$ cat src/tdcd_pkg.sv
// shared types and constants of the timed drive command decoder
`timescale 1ns / 1ps
`default_nettype none
package tdcd_pkg;

  localparam int unsigned TickCountBitsDefault = 16;
  localparam int unsigned DurationBits        = 10;
  localparam int unsigned DriveBits           = 3;

  localparam logic [31:0] AccessCodeReset = 32'h3330_3631;

  // drive codes seen on the result channel
  typedef enum logic [DriveBits-1:0] {
    DRV_OFF = 3'd0,
    DRV_FWD = 3'd1,
    DRV_REV = 3'd2,
    DRV_CW  = 3'd3,
    DRV_CCW = 3'd4
  } drive_e;

  // what the parser hands to the motion timer for one byte
  typedef struct packed {
    logic                    take;
    logic                    stop;
    logic                    start;
    drive_e                  drive;
    logic [DurationBits-1:0] duration;
  } cmd_t;

  // one result item
  typedef struct packed {
    drive_e drive;
    logic   command_taken;
    logic   motion_done;
  } result_t;

endpackage
`default_nettype wire

$ cat src/tdcd_in_if.sv
// input channel: received bytes and timer ticks
`timescale 1ns / 1ps
`default_nettype none
interface tdcd_in_if;
  logic       valid;
  logic       ready;
  logic       mode;
  logic [7:0] rx_byte;

  modport source (output valid, output mode, output rx_byte, input ready);
  modport sink   (input valid, input mode, input rx_byte, output ready);
endinterface
`default_nettype wire

$ cat src/tdcd_out_if.sv
// result channel: drive state and event flags
`timescale 1ns / 1ps
`default_nettype none
interface tdcd_out_if;
  logic       valid;
  logic       ready;
  logic [2:0] drive;
  logic       command_taken;
  logic       motion_done;

  modport source (output valid, output drive, output command_taken, output motion_done,
                  input ready);
  modport sink   (input valid, input drive, input command_taken, input motion_done,
                  output ready);
endinterface
`default_nettype wire

$ cat src/tdcd_frame_parser.sv
// byte-level command frame parser
`timescale 1ns / 1ps
`default_nettype none
module tdcd_frame_parser (
  input  wire logic         clk_i,
  input  wire logic         rst_ni,
  input  wire logic         byte_valid_i,
  input  wire logic [7:0]   byte_i,
  input  wire logic [31:0]  access_code_i,
  output tdcd_pkg::cmd_t    cmd_o
);
  import tdcd_pkg::*;

  localparam logic [3:0] PosHunt   = 4'd0;
  localparam logic [3:0] PosCode0  = 4'd1;
  localparam logic [3:0] PosCode1  = 4'd2;
  localparam logic [3:0] PosCode2  = 4'd3;
  localparam logic [3:0] PosCode3  = 4'd4;
  localparam logic [3:0] PosLetter = 4'd5;
  localparam logic [3:0] PosDigit0 = 4'd6;
  localparam logic [3:0] PosDigit1 = 4'd7;
  localparam logic [3:0] PosDigit2 = 4'd8;

  localparam logic [7:0] StartMark = 8'h5E;
  localparam logic [7:0] ChrZero   = 8'h30;
  localparam logic [7:0] ChrNine   = 8'h39;
  localparam logic [7:0] ChrF      = 8'h46;
  localparam logic [7:0] ChrB      = 8'h42;
  localparam logic [7:0] ChrR      = 8'h52;
  localparam logic [7:0] ChrL      = 8'h4C;
  localparam logic [7:0] ChrS      = 8'h53;

  localparam int unsigned AccW = DurationBits + 4;

  logic [3:0]              pos_q, pos_d;
  drive_e                  pend_q, pend_d;
  logic [DurationBits-1:0] acc_q, acc_d;

  logic [7:0]              want;
  drive_e                  letter;
  logic [AccW-1:0]         acc_wide;
  logic [DurationBits-1:0] acc_next;

  always_comb begin
    unique case (pos_q)
      PosCode0: want = access_code_i[31:24];
      PosCode1: want = access_code_i[23:16];
      PosCode2: want = access_code_i[15:8];
      default:  want = access_code_i[7:0];
    endcase
  end

  always_comb begin
    unique case (byte_i)
      ChrF:    letter = DRV_FWD;
      ChrB:    letter = DRV_REV;
      ChrR:    letter = DRV_CW;
      ChrL:    letter = DRV_CCW;
      default: letter = DRV_OFF;
    endcase
  end

  // decimal shift-in, wrapped to the duration width
  assign acc_wide = {{(AccW-DurationBits){1'b0}}, acc_q} * AccW'(10)
                  + {{(AccW-4){1'b0}}, byte_i[3:0]};
  assign acc_next = acc_wide[DurationBits-1:0];

  always_comb begin
    pos_d  = pos_q;
    pend_d = pend_q;
    acc_d  = acc_q;
    cmd_o  = '0;
    if (byte_valid_i) begin
      priority if (pos_q >= PosCode0 && pos_q <= PosCode3) begin
        if (byte_i == want) begin
          pos_d = pos_q + 4'd1;
        end else begin
          pos_d = (byte_i == StartMark) ? PosCode0 : PosHunt;
        end
      end else if (byte_i == StartMark) begin
        pos_d = PosCode0;
      end else if (pos_q == PosLetter) begin
        if (byte_i == ChrS) begin
          cmd_o.take = 1'b1;
          cmd_o.stop = 1'b1;
          pos_d      = PosHunt;
        end else begin
          pend_d = letter;
          acc_d  = '0;
          pos_d  = (letter != DRV_OFF) ? PosDigit0 : PosHunt;
        end
      end else if (pos_q >= PosDigit0 && pos_q <= PosDigit2) begin
        if (byte_i < ChrZero || byte_i > ChrNine) begin
          pos_d = PosHunt;
        end else begin
          acc_d = acc_next;
          if (pos_q != PosDigit2) begin
            pos_d = pos_q + 4'd1;
          end else begin
            cmd_o.take     = 1'b1;
            cmd_o.start    = 1'b1;
            cmd_o.drive    = pend_q;
            cmd_o.duration = acc_next;
            pos_d          = PosHunt;
          end
        end
      end else begin
        pos_d = PosHunt;
      end
    end
  end

  always_ff @(posedge clk_i or negedge rst_ni) begin
    if (!rst_ni) begin
      pos_q  <= PosHunt;
      pend_q <= DRV_OFF;
      acc_q  <= '0;
    end else begin
      pos_q  <= pos_d;
      pend_q <= pend_d;
      acc_q  <= acc_d;
    end
  end

endmodule
`default_nettype wire

$ cat src/tdcd_motion_timer.sv
// drive state, elapsed tick counter and expiry check
`timescale 1ns / 1ps
`default_nettype none
module tdcd_motion_timer #(
  parameter int unsigned TickCountBits = tdcd_pkg::TickCountBitsDefault
) (
  input  wire logic        clk_i,
  input  wire logic        rst_ni,
  input  wire logic        step_i,
  input  wire logic        tick_i,
  input  tdcd_pkg::cmd_t   cmd_i,
  output tdcd_pkg::result_t result_o
);
  import tdcd_pkg::*;

  drive_e                   drive_q, drive_d, drive_mid;
  logic [DurationBits-1:0]  target_q, target_d;
  logic [TickCountBits-1:0] elapsed_q, elapsed_d, elapsed_mid;
  logic [TickCountBits-1:0] target_ext;
  logic                     ended;

  always_comb begin
    elapsed_mid = elapsed_q;
    if (tick_i && elapsed_q != '1) begin
      elapsed_mid = elapsed_q + TickCountBits'(1);
    end
    if (cmd_i.take) begin
      elapsed_mid = '0;
    end

    drive_mid = drive_q;
    target_d  = target_q;
    if (cmd_i.stop) begin
      drive_mid = DRV_OFF;
    end else if (cmd_i.start) begin
      drive_mid = cmd_i.drive;
      target_d  = cmd_i.duration;
    end
  end

  assign target_ext = TickCountBits'(target_d);

  // straight runs end past the duration, spins end on reaching it
  always_comb begin
    unique case (drive_mid)
      DRV_FWD, DRV_REV: ended = elapsed_mid > target_ext;
      DRV_CW, DRV_CCW:  ended = elapsed_mid >= target_ext;
      default:          ended = 1'b0;
    endcase
  end

  always_comb begin
    drive_d   = ended ? DRV_OFF : drive_mid;
    elapsed_d = ended ? '0 : elapsed_mid;
    if (drive_mid > DRV_CCW) begin
      drive_d = DRV_OFF;
    end
    result_o.drive         = drive_d;
    result_o.command_taken = cmd_i.take;
    result_o.motion_done   = ended;
  end

  always_ff @(posedge clk_i or negedge rst_ni) begin
    if (!rst_ni) begin
      drive_q   <= DRV_OFF;
      target_q  <= '0;
      elapsed_q <= '0;
    end else if (step_i) begin
      drive_q   <= drive_d;
      target_q  <= target_d;
      elapsed_q <= elapsed_d;
    end
  end

endmodule
`default_nettype wire

$ cat src/timed_drive_command_decoder_top.sv
// top level of the timed drive command decoder
//
//  channel  dir  handshake    payload
//  in_i     in   valid/ready  mode, rx_byte
//  out_o    out  valid/ready  drive, command_taken, motion_done
//  cfg      in   cfg_we_i     cfg_wdata_i (access code, first char in top byte)
//
// one item per cycle sustained while the result is not stalled; an item passes
// through the input register and then the result register
// the state update runs in the cycle the input register moves into the result register
// reset clears the parser, drive, elapsed count and both valid flags; access code
// returns to "3061"
// a stalled result holds the pipe; the input register still fills behind it
`timescale 1ns / 1ps
`default_nettype none
module timed_drive_command_decoder_top #(
  parameter int unsigned TickCountBits = tdcd_pkg::TickCountBitsDefault
) (
  input  wire logic        clk_i,
  input  wire logic        rst_ni,
  tdcd_in_if.sink          in_i,
  tdcd_out_if.source       out_o,
  input  wire logic        cfg_we_i,
  input  wire logic [31:0] cfg_wdata_i
);
  import tdcd_pkg::*;

  // access code register
  logic [31:0] access_code_q;

  always_ff @(posedge clk_i or negedge rst_ni) begin
    if (!rst_ni) begin
      access_code_q <= AccessCodeReset;
    end else if (cfg_we_i) begin
      access_code_q <= cfg_wdata_i;
    end
  end

  // input register stage
  logic       s1_valid_q;
  logic       s1_mode_q;
  logic [7:0] s1_byte_q;
  logic       advance;
  logic       in_transfer;

  // result register stage
  logic    out_valid_q;
  result_t out_q;
  result_t step_result;
  cmd_t    cmd;

  // step the state when the result register is free or being drained
  assign advance     = s1_valid_q && (!out_valid_q || out_o.ready);
  assign in_i.ready  = !s1_valid_q || advance;
  assign in_transfer = in_i.valid && in_i.ready;

  always_ff @(posedge clk_i or negedge rst_ni) begin
    if (!rst_ni) begin
      s1_valid_q <= 1'b0;
    end else if (in_i.ready) begin
      s1_valid_q <= in_i.valid;
    end
  end

  always_ff @(posedge clk_i) begin
    if (in_transfer) begin
      s1_mode_q <= in_i.mode;
      s1_byte_q <= in_i.rx_byte;
    end
  end

  // frame parsing, only on byte items
  tdcd_frame_parser u_parser (
    .clk_i         (clk_i),
    .rst_ni        (rst_ni),
    .byte_valid_i  (advance && !s1_mode_q),
    .byte_i        (s1_byte_q),
    .access_code_i (access_code_q),
    .cmd_o         (cmd)
  );

  // drive and elapsed tracking
  tdcd_motion_timer #(
    .TickCountBits (TickCountBits)
  ) u_timer (
    .clk_i    (clk_i),
    .rst_ni   (rst_ni),
    .step_i   (advance),
    .tick_i   (advance && s1_mode_q),
    .cmd_i    (cmd),
    .result_o (step_result)
  );

  always_ff @(posedge clk_i or negedge rst_ni) begin
    if (!rst_ni) begin
      out_valid_q <= 1'b0;
    end else if (advance) begin
      out_valid_q <= 1'b1;
    end else if (out_o.ready) begin
      out_valid_q <= 1'b0;
    end
  end

  always_ff @(posedge clk_i) begin
    if (advance) begin
      out_q <= step_result;
    end
  end

  assign out_o.valid         = out_valid_q;
  assign out_o.drive         = out_q.drive;
  assign out_o.command_taken = out_q.command_taken;
  assign out_o.motion_done   = out_q.motion_done;

  // an empty result register never blocks the input
  a_ready_when_empty: assert property (@(posedge clk_i) disable iff (!rst_ni)
    !out_valid_q |-> in_i.ready)
    else $error("input stalled with empty result register");

  // every input transfer lands in the input register
  a_transfer_lands: assert property (@(posedge clk_i) disable iff (!rst_ni)
    in_transfer |=> s1_valid_q)
    else $error("input transfer lost");

  // an expiry always leaves the wheels off
  a_done_means_off: assert property (@(posedge clk_i) disable iff (!rst_ni)
    (out_valid_q && out_q.motion_done) |-> (out_q.drive == DRV_OFF))
    else $error("motion done with drive still on");

  // drive code stays within the defined set
  a_drive_legal: assert property (@(posedge clk_i) disable iff (!rst_ni)
    out_valid_q |-> (out_q.drive <= DRV_CCW))
    else $error("illegal drive code");

endmodule
`default_nettype wire
$ cat src/flat_wrapper.sv
// flat-port wrapper written by rule: the top's interface ports become plain ports
module timed_drive_command_decoder_top_flat import tdcd_pkg::*;
#(
  parameter int unsigned TickCountBits = tdcd_pkg::TickCountBitsDefault
)
  (clk_i, rst_ni, cfg_we_i, cfg_wdata_i, in_i_valid, in_i_mode, in_i_rx_byte, in_i_ready, out_o_valid, out_o_drive, out_o_command_taken, out_o_motion_done, out_o_ready);
  tdcd_in_if in_i_i ();
  tdcd_out_if out_o_i ();
  input  wire logic clk_i;
  input  wire logic rst_ni;
  input  wire logic cfg_we_i;
  input  wire logic [31:0] cfg_wdata_i;
  input wire logic [$bits(in_i_i.valid)-1:0] in_i_valid;
  input wire logic [$bits(in_i_i.mode)-1:0] in_i_mode;
  input wire logic [$bits(in_i_i.rx_byte)-1:0] in_i_rx_byte;
  output wire logic [$bits(in_i_i.ready)-1:0] in_i_ready;
  output wire logic [$bits(out_o_i.valid)-1:0] out_o_valid;
  output wire logic [$bits(out_o_i.drive)-1:0] out_o_drive;
  output wire logic [$bits(out_o_i.command_taken)-1:0] out_o_command_taken;
  output wire logic [$bits(out_o_i.motion_done)-1:0] out_o_motion_done;
  input wire logic [$bits(out_o_i.ready)-1:0] out_o_ready;
  assign in_i_i.valid = in_i_valid;
  assign in_i_i.mode = in_i_mode;
  assign in_i_i.rx_byte = in_i_rx_byte;
  assign in_i_ready = in_i_i.ready;
  assign out_o_valid = out_o_i.valid;
  assign out_o_drive = out_o_i.drive;
  assign out_o_command_taken = out_o_i.command_taken;
  assign out_o_motion_done = out_o_i.motion_done;
  assign out_o_i.ready = out_o_ready;
  timed_drive_command_decoder_top #(.TickCountBits(TickCountBits)) u_core (.clk_i(clk_i), .rst_ni(rst_ni), .in_i(in_i_i), .out_o(out_o_i), .cfg_we_i(cfg_we_i), .cfg_wdata_i(cfg_wdata_i));
endmodule
$ cat config.mk
export PLATFORM = sky130hd
export DESIGN_NAME = timed_drive_command_decoder_top_flat
export DESIGN_NICKNAME = d
export VERILOG_FILES = /design/src/tdcd_pkg.sv /design/src/tdcd_in_if.sv /design/src/tdcd_out_if.sv /design/src/tdcd_frame_parser.sv /design/src/tdcd_motion_timer.sv /design/src/timed_drive_command_decoder_top.sv /design/src/flat_wrapper.sv
export SDC_FILE = /design/constraint.sdc
export NUM_CORES = 1
export LEC_CHECK = 0
export BUFFER_PORTS_ARGS = -buffer_cell sky130_fd_sc_hd__buf_4
export CAP_MARGIN = 0
export CORE_MARGIN = 4
export CORE_UTILIZATION = 60
export DETAILED_ROUTE_END_ITERATION = 8
export PLACE_DENSITY_LB_ADDON = 0.08
export SYNTH_ARGS = -nofsm -noshare
export SYNTH_HDL_FRONTEND = slang
export SYNTH_SLANG_ARGS = --single-unit
$ cat constraint.sdc
create_clock -name clk_i -period 5.7 [get_ports clk_i]
set_clock_uncertainty 0.15 [all_clocks]
set_input_delay 1.14 -clock clk_i [delete_from_list [all_inputs] [get_ports clk_i]]
set_output_delay 1.14 -clock clk_i [all_outputs]
set_load 0.05 [all_outputs]
==> impl_summary.log <==
[metrics] outcome: complete, no violations
[metrics] Primary FF master, synth: dfrtp_1
[metrics] mapped cell area: 0.00545 mm2
[metrics] leakage dissipation: 0.00269 uW
[metrics] Switching Power: 449 uW
[metrics] Max Cap Viol: 0
[metrics] Detailed Place HPWL: between 8 and 9 mm
[metrics] combinational family with the most area after synthesis: simple AND/OR/NAND/NOR gates
[metrics] hold violation count in the final report: 0
[metrics] Cell Int Power: between 1000 and 1500 uW
[metrics] y dimension of the die: between 100 and 150 um
[metrics] crit start category: flip-flop
[metrics] detailed-router iteration count before antenna repair: 5
[metrics] weighted congestion at the end of routability-driven global placement: 0.858
[metrics] part of the Yosys area used for sequential elements: 0.443
[metrics] initial antenna violation count: 0
[metrics] count of placed standard cells in the final layout, fillers left out: 672
[metrics] root buf cell: clkbuf_8
[metrics] critical path data required time: 5.67 ns
[metrics] Simple-Gate Fraction of Synth Area: 0.172
[metrics] Clock power frac: 0.295
[metrics] proportion of synthesized area in mux cells: 0.0742
[metrics] Vias per Instance: 6.00
[metrics] actual transition at the worst max-transition pin: 1.04 ns
[metrics] die extent in x: around 100 um
[metrics] final setup margin: 0.893 ns
[metrics] setup TNS: 0 ns
[metrics] vias after detailed routing: 4,033
[metrics] signal arrival time at the worst endpoint: 4.78 ns
[metrics] relative slew slack: 0.308
[metrics] Mean Syn Cell Area: approximately 11 um2
[metrics] hold buffer count at CTS: 0
[metrics] clock insertion delay at the later pin of the skew report: about 0.37 ns
[metrics] initial detailed-routing violation count: 191
[metrics] class of the tightest hold or removal check: flip-flop to flip-flop
[metrics] final cycle utilization of the critical path: 0.843
[metrics] area added between synthesis and finish: 11.7%
[metrics] Post-synth EDFFs: 14
[metrics] fraction of power consumed by combinational cells: 0.201
[metrics] # setup viols final: 0
[metrics] maximum frequency from static timing analysis: 208 MHz
[metrics] arithmetic-cell share of the synthesized area counting full adders, half adders and majority gates: 0.0763
[metrics] grt total ovfl: 0
[metrics] global-route wire length before repair: 19.0 mm
[metrics] fraction of synthesis flops using an asynchronous set or reset pin: 0.849
[metrics] synth unique cells: 70
[metrics] ports placed on the boundary: 53
[metrics] Hold WS: ~0.33 ns
[metrics] synthesis-stage register bit count: a little over 90
[metrics] switching power as a share of total power: 0.296
[metrics] number of max-slew violations in the final report: 0
[metrics] count of buffers added by post-CTS timing repair for setup: 0
[metrics] buffer depth of the longest clock path: 2
[metrics] total power divided by cell area: 249 mW/mm2
[metrics] detailed-route wire length: around 11 mm
[metrics] number of instances in the placed design: approximately 660
[metrics] startpoint-to-endpoint class of the critical path: flip-flop to flip-flop
[metrics] instance count of the mapped netlist: approximately 520
[metrics] count of yosys warnings during synthesis: 0
[metrics] setup repair after global routing missed its margin: no
[metrics] CP Max Fanout: 19
[metrics] post-synthesis share of cell area spent on xor and xnor gates: 0.0547
[metrics] Antenna Nets Post-Route: 0
[metrics] drc violations: 0
[metrics] via count of the first global-routing pass: just under 4,000
[metrics] sequential fraction of design power: 0.504
[metrics] ratio of cells with drive above 1 in the final layout: 0.243
[metrics] sum of internal, switching and leakage power: 1520 uW
[metrics] ant diodes: 0
[metrics] Fill cells: 672
[metrics] clock-pin slew of the registers on the worst-case setup and hold paths: approximately 0.09 ns
[metrics] pre-CTS setup slack: 0.649 ns
[metrics] total core area: between 0.008 and 0.009 mm2
[metrics] syn_nets: 594
[metrics] clock sink total: 93
[metrics] type of destination of the critical path: flip-flop
[metrics] minimum clock period after layout: 4.81 ns
[metrics] port buffer count: 52
[metrics] H-tree depth: 3
[metrics] worst IR drop on VDD: 0.000139 V
[metrics] routed length per instance: 17.0 um
[metrics] Resize count post-CTS: 0
[metrics] gr usage total: 0.227
[metrics] initial core utilization: 0.621
[metrics] largest net degree at the start of global routing: 80
[metrics] clock tree from TritonCTS: yes
[metrics] number of placement rows: 34
[metrics] total die area: between 0.01 and 0.015 mm2
[metrics] Synth Area in Compound Gates: 0.145
[metrics] total CTS buffers: 9
[metrics] number of nets in the final layout: 637
-- routing by layer --
| metal | global-route usage | vias up | part of all wire |
|---|---|---|---|
| met2 | 0.365 | 91 | 0.48 |
| met1 | 0.309 | 1950 | 0.46 |
| met4 | 0.0876 | 0 | 0.012 |
| met3 | 0.0389 | 13 | 0.047 |
| met5 | 0 | - | 0 |
| li1 | - | 1979 | - |
-- cells in the final DEF, fill, tap and decap left out, types with 15 or more instances in the layout --
master and instances:
inv_1 18, o31ai_1 15, a21oi_1 15, o21ai_0 21, buf_4 54, mux2_2 35, nand2_1 63, nor2_1 24
dfrtp_1 66, ha_1 30, xor2_1 20, nand3_1 16
-- cell families (layout without fill, tap and decap cells) --
family | Yosys count | after routing
flops | 93 | 93
simple gates | 177 | 177
buf+inv | 42 | 90
xor+xnor | 34 | 34
compound gates | 102 | 102
fa+ha+maj | 32 | 32
mux | 36 | 36
-- power by group through the flow --
stage	Clock (uW)	Sequential, uW	Combinational, uW
global placement	0	775	295
finish	447	765	305
detailed placement	0	777	303
floorplan	0	775	209
CTS	457	764	305
global route	490	772	338
-- worst max-delay path: stages (launching register included) --
cell      delay [ns]
dfrtp_1         0.43
ha_1            0.31
ha_1            0.23
fa_1            0.55
nand2_1         0.06
nor2_1          0.18
nand3_1         0.12
xor2_1          0.18
o21ai_0         0.22
inv_1           0.09
ha_1            0.30
and3_1          0.16
nand3_1         0.11
o211a_1         0.25
or4_1           0.53
o21ai_2         0.35
nand2b_1        0.27
nor2_1          0.06
-- flip-flops by register name, indices dropped and copies added (netlist names) --
register                    cells
u_core.out_o.drive              3
u_core.s1_mode_q                1
u_core.s1_byte_q                8
u_core.u_parser.acc_q           9
u_core.out_o.motion_done        1
u_core.u_timer.elapsed_q       16
u_core.out_o.valid              1
u_core.u_timer.drive_q          3
u_core.out_o.command_taken      1
u_core.u_timer.target_q        10
u_core.access_code_q           32
u_core.u_parser.pos_q           4
u_core.s1_valid_q               1
u_core.u_parser.pend_q          3
-- path summary, 6_finish.rpt --
| path | to | slack, ns | cells past startpoint | startpoint |
|---|---|---|---|---|
| max | u_core.out_o.drive[0]$_DFFE_PP_ | 0.89 | 17 | u_core.u_parser.acc_q[1]$_DFFE_PN0P_ |
| min in group asynchronous | u_core.u_parser.acc_q[6]$_DFFE_PN0P_ | 0.78 | 1 | rst_ni |
| max reg2reg | u_core.out_o.drive[0]$_DFFE_PP_ | 0.89 | 17 | u_core.u_parser.acc_q[1]$_DFFE_PN0P_ |
| max in group asynchronous | u_core.access_code_q[26]$_DFFE_PN0P_ | 3.98 | 1 | rst_ni |
| min | u_core.u_timer.target_q[1]$_DFFE_PN0P_ | 0.33 | 2 | u_core.u_timer.target_q[1]$_DFFE_PN0P_ |
| min reg2reg | u_core.u_timer.target_q[1]$_DFFE_PN0P_ | 0.33 | 2 | u_core.u_timer.target_q[1]$_DFFE_PN0P_ |
-- layout make-up --
cell class,instances,area [um2],area share
clock buffer,11,163,0.0267
clock inverter,5,40.0,0.00658
inverter,20,80.1,0.0132
multi-input combinational,381,2850,0.468
sequential,93,2410,0.397
tap,108,135,0.0222
timing repair buffer,54,405,0.0666
-- stage by stage --
step | area, um2 | utilization
finish | 6080 | 0.694
global route | 6080 | 0.694
CTS | 6080 | 0.694
detailed placement | 5880 | 0.671
global placement | 5880 | 0.671
floorplan | 5450 | -
-- Yosys cell counts, types with 3 or more instances --
cell type | instances | area [um2]
a21o_1 | 8 | 60.1
a21oi_1 | 15 | 75.1
a221oi_1 | 3 | 26.3
a222oi_1 | 6 | 60.1
and2_1 | 4 | 25.0
and3_1 | 5 | 31.3
and3b_1 | 3 | 26.3
buf_1 | 4 | 15.0
buf_2 | 3 | 15.0
clkbuf_1 | 12 | 45.0
dfrtp_1 | 66 | 1650
dfstp_2 | 13 | 342
edfxtp_1 | 14 | 420
ha_1 | 30 | 375
inv_1 | 18 | 67.6
mux2_2 | 35 | 394
nand2_1 | 63 | 236
nand2b_1 | 5 | 31.3
nand3_1 | 16 | 80.1
nand4_1 | 9 | 56.3
nor2_1 | 24 | 90.1
nor2b_1 | 5 | 31.3
nor3_1 | 11 | 55.1
nor3b_1 | 6 | 45.0
nor4_1 | 4 | 25.0
o21ai_0 | 21 | 105
o31ai_1 | 15 | 113
o41ai_1 | 9 | 78.8
or3_1 | 5 | 31.3
xnor2_1 | 14 | 123
xor2_1 | 20 | 175
(Power assumes the default switching activity.)
